## src/rtl/core/falt_pkg.sv

```systemverilog
// Package for the failed-attempt lockout table.
// Holds op and config index codes, the sequencer state type, the table entry
// layout and reset defaults. No dependencies.
package falt_pkg;

  localparam int ENTRIES_DEF = 64;
  localparam int CFG_DATA_W  = 16;

  localparam logic [7:0]  ATTEMPT_LIMIT_RST   = 8'd5;
  localparam logic [15:0] LOCKOUT_SECONDS_RST = 16'd60;
  localparam logic [7:0]  ATTEMPTS_MAX        = 8'hFF;

  typedef enum logic [1:0] {
    OP_QUERY   = 2'd0,
    OP_FAILURE = 2'd1,
    OP_CLEAR   = 2'd2
  } op_t;

  typedef enum logic {
    CFG_ATTEMPT_LIMIT   = 1'b0,
    CFG_LOCKOUT_SECONDS = 1'b1
  } cfg_idx_t;

  typedef enum logic [1:0] {
    ST_IDLE,
    ST_SCAN,
    ST_UPDATE
  } state_t;

  typedef struct packed {
    logic [31:0] key;
    logic [7:0]  attempts;
    logic [31:0] unlock_time;
  } entry_t;

endpackage

```

## src/rtl/core/failed_attempt_lockout_table_unit.sv

```systemverilog
// Failed-attempt lockout table: per-key attempt counts and lock times.
// Ops 0-2: start, a key scan of the n entries in use (at most ENTRIES), an update, out_valid.
// Op 3 answers in the cycle after start. Throughput: one item at a time, busy while it works;
// the cost is a linear key scan through one single-port entry memory, one entry per cycle.
// Reset (rst_n low, synchronous) empties the table and loads the register defaults.
// Results are pulsed on out_valid for one cycle; the receiver cannot stall them.
module failed_attempt_lockout_table_unit
  import falt_pkg::*;
#(
  parameter int ENTRIES = ENTRIES_DEF
) (
  input  logic                  clk,
  input  logic                  rst_n,
  input  logic                  start,
  output logic                  busy,
  input  logic [1:0]            in_op,
  input  logic [31:0]           in_user_key,
  input  logic [31:0]           in_now,
  output logic                  out_valid,
  output logic                  out_limited,
  output logic                  out_found,
  output logic                  out_table_full,
  input  logic                  cfg_we,
  input  logic                  cfg_index,
  input  logic [CFG_DATA_W-1:0] cfg_data
);

  localparam int CW = $clog2(ENTRIES + 1);
  localparam int AW = (ENTRIES > 1) ? $clog2(ENTRIES) : 1;

  state_t state_r, state_nxt;

  logic [7:0]    limit_r;
  logic [15:0]   lockout_r;
  logic [CW-1:0] count_r;
  logic [CW-1:0] idx_r;
  logic [AW-1:0] pend_idx_r;
  logic          pend_r;
  logic [AW-1:0] hit_idx_r;
  logic          found_r;
  logic [1:0]    op_r;
  logic [31:0]   key_r;
  logic [31:0]   now_r;
  entry_t        rdata_r;

  logic          out_valid_r, out_limited_r, out_found_r, out_full_r;

  entry_t        entry_mem [ENTRIES];

  logic          issuing, hit, miss, rd_en;
  logic          wr_en, do_insert, room;
  logic [AW-1:0] wr_addr;
  entry_t        wr_data;
  logic          upd_limited, upd_full;
  logic [7:0]    att_inc;
  logic [32:0]   unlock_sum;
  logic [31:0]   unlock_sat;

  // ---------------- sequencer ----------------
  assign issuing = (idx_r < count_r);
  assign hit     = pend_r && (rdata_r.key == key_r);
  assign miss    = !issuing && !hit;
  assign room    = (count_r != CW'(ENTRIES));

  always_comb begin
    state_nxt = state_r;
    rd_en     = 1'b0;
    case (state_r)
      ST_IDLE: begin
        if (start && (in_op inside {OP_QUERY, OP_FAILURE, OP_CLEAR})) begin
          state_nxt = ST_SCAN;
        end
      end
      ST_SCAN: begin
        if (hit || miss) begin
          state_nxt = ST_UPDATE;
        end else begin
          rd_en = issuing;
        end
      end
      ST_UPDATE: state_nxt = ST_IDLE;
      default:   state_nxt = ST_IDLE;
    endcase
  end

  always_ff @(posedge clk) begin
    if (!rst_n) begin
      state_r <= ST_IDLE;
    end else begin
      state_r <= state_nxt;
    end
  end

  // ---------------- update datapath ----------------
  assign att_inc    = (rdata_r.attempts == ATTEMPTS_MAX) ? rdata_r.attempts
                                                         : rdata_r.attempts + 8'd1;
  assign unlock_sum = {1'b0, now_r} + {17'd0, lockout_r};
  assign unlock_sat = unlock_sum[32] ? 32'hFFFF_FFFF : unlock_sum[31:0];

  always_comb begin
    wr_data     = rdata_r;
    wr_addr     = hit_idx_r;
    wr_en       = 1'b0;
    do_insert   = 1'b0;
    upd_limited = 1'b0;
    upd_full    = 1'b0;
    if (state_r == ST_UPDATE) begin
      if (found_r) begin
        case (op_r)
          OP_QUERY: begin
            if (now_r < rdata_r.unlock_time) begin
              upd_limited = 1'b1;
            end else begin
              wr_en            = 1'b1;
              wr_data.attempts = 8'd0;
            end
          end
          OP_FAILURE: begin
            wr_en            = 1'b1;
            wr_data.attempts = att_inc;
            if (att_inc >= limit_r) begin
              wr_data.unlock_time = unlock_sat;
            end
          end
          OP_CLEAR: begin
            wr_en               = 1'b1;
            wr_data.attempts    = 8'd0;
            wr_data.unlock_time = 32'd0;
          end
          default: ;
        endcase
      end else if (op_r inside {OP_QUERY, OP_FAILURE}) begin
        if (room) begin
          do_insert           = 1'b1;
          wr_en               = 1'b1;
          wr_addr             = count_r[AW-1:0];
          wr_data.key         = key_r;
          wr_data.attempts    = (op_r == OP_FAILURE) ? 8'd1 : 8'd0;
          wr_data.unlock_time = 32'd0;
        end else begin
          upd_full = 1'b1;
        end
      end
    end
  end

  // ---------------- entry memory ----------------
  always_ff @(posedge clk) begin
    if (wr_en) begin
      entry_mem[wr_addr] <= wr_data;
    end
  end

  always_ff @(posedge clk) begin
    if (rd_en) begin
      rdata_r <= entry_mem[idx_r[AW-1:0]];
    end
  end

  // ---------------- control and payload registers ----------------
  always_ff @(posedge clk) begin
    if (!rst_n) begin
      limit_r     <= ATTEMPT_LIMIT_RST;
      lockout_r   <= LOCKOUT_SECONDS_RST;
      count_r     <= '0;
      idx_r       <= '0;
      pend_r      <= 1'b0;
      out_valid_r <= 1'b0;
    end else begin
      if (cfg_we) begin
        case (cfg_index)
          CFG_ATTEMPT_LIMIT:   limit_r   <= cfg_data[7:0];
          CFG_LOCKOUT_SECONDS: lockout_r <= cfg_data;
          default: ;
        endcase
      end
      out_valid_r <= 1'b0;
      pend_r      <= rd_en;
      if (state_r == ST_IDLE && start) begin
        idx_r  <= '0;
        pend_r <= 1'b0;
        // op 3 answers with all-zero fields and touches nothing
        if (!(in_op inside {OP_QUERY, OP_FAILURE, OP_CLEAR})) begin
          out_valid_r <= 1'b1;
        end
      end
      if (rd_en) begin
        idx_r <= idx_r + CW'(1);
      end
      if (do_insert) begin
        count_r <= count_r + CW'(1);
      end
      if (state_r == ST_UPDATE) begin
        out_valid_r <= 1'b1;
      end
    end
  end

  always_ff @(posedge clk) begin
    if (state_r == ST_IDLE && start) begin
      op_r          <= in_op;
      key_r         <= in_user_key;
      now_r         <= in_now;
      out_limited_r <= 1'b0;
      out_found_r   <= 1'b0;
      out_full_r    <= 1'b0;
    end
    if (rd_en) begin
      pend_idx_r <= idx_r[AW-1:0];
    end
    if (state_r == ST_SCAN) begin
      found_r   <= hit;
      hit_idx_r <= pend_idx_r;
    end
    if (state_r == ST_UPDATE) begin
      out_limited_r <= upd_limited;
      out_found_r   <= found_r;
      out_full_r    <= upd_full;
    end
  end

  assign busy           = (state_r != ST_IDLE);
  assign out_valid      = out_valid_r;
  assign out_limited    = out_limited_r;
  assign out_found      = out_found_r;
  assign out_table_full = out_full_r;

`ifndef SYNTHESIS
  a_count_bound: assert property (@(posedge clk) disable iff (!rst_n)
    count_r <= CW'(ENTRIES))
    else $error("fill count beyond table depth");

  a_update_strobe: assert property (@(posedge clk) disable iff (!rst_n)
    state_r == ST_UPDATE |=> out_valid_r)
    else $error("update did not produce a result");

  a_limited_found: assert property (@(posedge clk) disable iff (!rst_n)
    out_valid_r && out_limited_r |-> out_found_r)
    else $error("limited reported for an unknown key");

  a_full_not_found: assert property (@(posedge clk) disable iff (!rst_n)
    out_valid_r && out_full_r |-> !out_found_r)
    else $error("table full reported for a known key");
`endif

endmodule
```

## config.mk

```make
export PLATFORM = sky130hd
export DESIGN_NAME = failed_attempt_lockout_table_unit
export DESIGN_NICKNAME = d
export VERILOG_FILES = /design/src/rtl/core/falt_pkg.sv /design/src/rtl/core/failed_attempt_lockout_table_unit.sv
export SDC_FILE = /design/constraint.sdc
export NUM_CORES = 2
export LEC_CHECK = 0
export ABC_CLOCK_PERIOD_IN_PS = 12350
export BUFFER_PORTS_ARGS = -buffer_cell sky130_fd_sc_hd__buf_2
export CORE_AREA = 8 8 650 652
export DETAILED_ROUTE_END_ITERATION = 7
export DIE_AREA = 0 0 658 660
export MAX_ROUTING_LAYER = met4
export PLACE_DENSITY_LB_ADDON = 0.05
export SYNTH_ARGS = -nofsm -noshare
export SYNTH_HDL_FRONTEND = slang
export SYNTH_MEMORY_MAX_BITS = 65536
export SYNTH_SLANG_ARGS = --single-unit
```

## constraint.sdc

```tcl
create_clock -name clk -period 12.35 [get_ports clk]
set_clock_uncertainty 0.1 [all_clocks]
set_input_delay 1.235 -clock clk [delete_from_list [all_inputs] [get_ports clk]]
set_output_delay 1.235 -clock clk [all_outputs]
set_load 0.02 [all_outputs]
```

==> out/qor.txt <==
Cells after DPL = 13,100
Final count of pins violating max slew = 0
CP endpoint kind = flip-flop
Top Ports = 92
Util after Layout = 0.510
WL per Instance = 39.6 um
Leak pwr = 63.3 nW
Main synth FF type = edfxtp_1
Status = finished, violations left
Die height = 660 um
Row cnt = 236
Hold Violations, Final = 0
Clock Sinks = 4,804
CP arrival = 6.28 ns
Routed WL = 556 mm
Clock transition at path regs = 0.06 ns
IO buf count = 91
Largest net degree at the start of global routing = 139
Slew headroom = 0.119
Hold_buf cts = 0
VDD IR-drop max = 0.136 mV
Cell variety after synth = 63
Vias per inst = 6.32
H-tree Lvls = 6
DR vias = 88,700
CP Data Required Time = 12.88 ns
Sequential area share after synthesis = 0.778
Fmax = 0.174 GHz
Max-Cap Viols = 0
PostCTS Resize Cnt = 0
CP startpoint kind = flip-flop
Min-Delay Path Class = input pin to flip-flop
CTS Buf Count = 529
Mapped Cells = 7,607
Layout cells sized above 1 = 0.319
Pre-CTS WS = 6.60 ns
Register bit total from synthesis = 4,804
Ys Warns = 0
Grt ovf = 0
Max FO, Critical Path = 46
Post-synth EDFFs = 4,762
Cell Area, Synth = 185,000 um^2
# DRC = 3
ANT nets after route = 0
RD Place Congestion = 0.837
Synthesized Nets = 7,763
Synth Area per Inst = 24.3 um^2
Initial DRC Count = 11,800
Failing checks = design-rule violations
PD cells = 158 nW/um^2
TritonCTS clock tree = done
Post-CTS Setup Inserts = 0
Final Non-Filler Cells = 14,000
Die width = 658 um
Max clock buf depth = 4
Clk Latency, worst-skew pair = 1.05 ns
RSZ-0062 raised after global routing = false
First-pass iteration count of the detailed router = 8
Core area = 412,000 um^2
Least-Margin Pin Slew = 1.32 ns
Die ar. = 434,000 um^2
Crit Path Category = flip-flop to flip-flop
Final setup viols = 0
Vias in the first global route = 89,200
Final net count = 8,333
Area Growth Syn to Fin = 13.7%
Power, Total = 33.1 mW
First-pass GRT wire length = 760 mm
TNS Setup = 0 ns
Initial antenna violation count = 18
Async SR Flop Fraction = 0
Tmin final = 5.75 ns
Gr usage total = 0.261
Initial Utilization = 0.449
Root Buffer = clkbuf_16
Crit share post-route = 0.466
DP HPWL = 292 mm
Post-route setup slack = 6.60 ns
==> kinds of logic (layout without fill, tap and decap cells) <==
kind of cell               count (synthesis)  count (layout)  share of synthesized area
DFF                                     4804            4804                      0.778
and+or+nand+nor                          488             488                     0.0119
AOI/OAI and AO/OA                        224             224                    0.00772
xor gates and xnor gates                  66              66                    0.00313
buffers and inverters                    439            1396                    0.00973
muxes                                   1517            1517                      0.185
other                                      0               4                          0
adders and majority gates                 69              69                    0.00471
==> per-stage QoR <==
| step | hold WS [ns] | instance area (um^2) |
|---|---|---|
| 3_5_place_dp | 0.305 | 194000 |
| 4_1_cts | 0.186 | 210000 |
| 2_1_floorplan | 0.300 | 185000 |
| 3_3_place_gp | 0.305 | 194000 |
| 6_report | 0.272 | 210000 |
| 5_1_grt | 0.222 | 210000 |
==> synthesized netlist by cell type, types with 2 or more instances <==
library cell	number	area, um^2
edfxtp_1	4762	143000
mux4_2	1512	34100
clkbuf_1	244	916
nand2_1	236	886
buf_2	115	576
nor3_1	80	400
ha_1	68	851
a21oi_1	63	315
inv_1	61	229
nor2_1	53	199
xor2_1	44	385
dfxtp_1	42	841
nand3_1	41	205
o21ai_0	23	115
o21ai_1	23	115
a21o_1	22	165
xnor2_1	22	193
a21boi_0	20	150
buf_1	17	63.8
and2_1	14	87.6
o21a_1	13	97.6
nand4_1	12	75.1
nand2b_1	10	62.6
a211oi_1	9	67.6
a31oi_1	8	50.1
and3_1	8	50.1
o22ai_1	8	50.1
a211o_1	7	61.3
nor4_1	7	43.8
nor2b_1	5	31.3
o211ai_1	5	37.5
mux2i_1	4	40.0
nor3b_1	4	30.0
o31ai_1	4	30.0
or3_1	4	25.0
or2_2	3	18.8
a221oi_1	2	17.5
a22o_1	2	17.5
a32o_1	2	20.0
a32oi_1	2	17.5
nand3b_1	2	15.0
nor4b_1	2	17.5
or2_1	2	12.5
==> layer usage <==
metal,wire [um],track usage
met3,36200,0.0346
met2,269000,0.409
met1,238000,0.371
met4,12900,0.0549
met5,0,-
==> state kept, by name, indices dropped and copies added (netlist names), 2 cells and up <==
| signal | cells |
|---|---|
| op_r | 2 |
| hit_idx_r | 6 |
| limit_r | 8 |
| state_r | 2 |
| entry_mem | 4608 |
| count_r | 7 |
| lockout_r | 16 |
| rdata_r | 72 |
| now_r | 32 |
| pend_idx_r | 6 |
| key_r | 32 |
| idx_r | 7 |
==> report_power, final <==
group          internal (mW)  total [mW]  switching [mW]  leakage (nW)
combinational         0.0779       0.304           0.226          12.1
clock                   8.67        15.0            6.35          7.95
sequential              17.8        17.8          0.0369          43.2
total                   26.5        33.1            6.61          63.3
==> layout make-up <==
cell class	instances	area [um^2]
clock inverters	256	2060
diodes	4	10.0
well taps	5474	6850
inverters	62	240
fillers	32000	202000
clock buffers	662	14200
flip-flops and latches	4804	144000
multi-input cells	2364	39800
repair buffers	416	3130
==> critical path, cell delays in order (launching register included) <==
cell,delay (ns)
dfxtp_1,0.34
inv_1,0.16
ha_1,0.19
nor4bb_1,0.72
nand2_1,0.36
nand2_4,0.18
buf_4,0.69
a22o_1,0.50
nand3_1,0.21
nor3_2,0.18
buf_4,0.72
buf_4,0.86
==> layout by cell type, fill, tap and decap left out, drive strengths merged, types with 4 or more instances in the layout <==
cell	n
diode	4
buf	416
bufinv	26
xnor2	22
nand4	12
nand3	41
edfxtp	4762
a21o	22
clkinvlp	8
o31ai	4
nor2b	5
or2	5
o211ai	5
a31oi	8
nor3	81
a211o	7
mux4	1512
nor4	7
o22ai	8
clkinv	198
inv	86
a21oi	63
mux2i	4
and2	14
nor3b	4
nor2	53
xor2	44
a211oi	9
clkbuf	662
o21a	13
o21ai	46
and3	8
dfxtp	42
nand2	236
ha	68
or3	4
nand2b	10
a21boi	21
==> path summary, 6_finish.rpt <==
kind	cells after the start	from	endpoint	slack [ns]
hold / removal	1	in_user_key[11]	key_r[11]	0.27
setup reg to reg	11	count_r[0]	entry_mem[38][67]	6.60
hold reg to reg	0	pend_idx_r[4]	hit_idx_r[4]	0.32
setup / recovery	11	count_r[0]	entry_mem[38][67]	6.60
No activity file was read; power rests on OpenSTA's default activity.
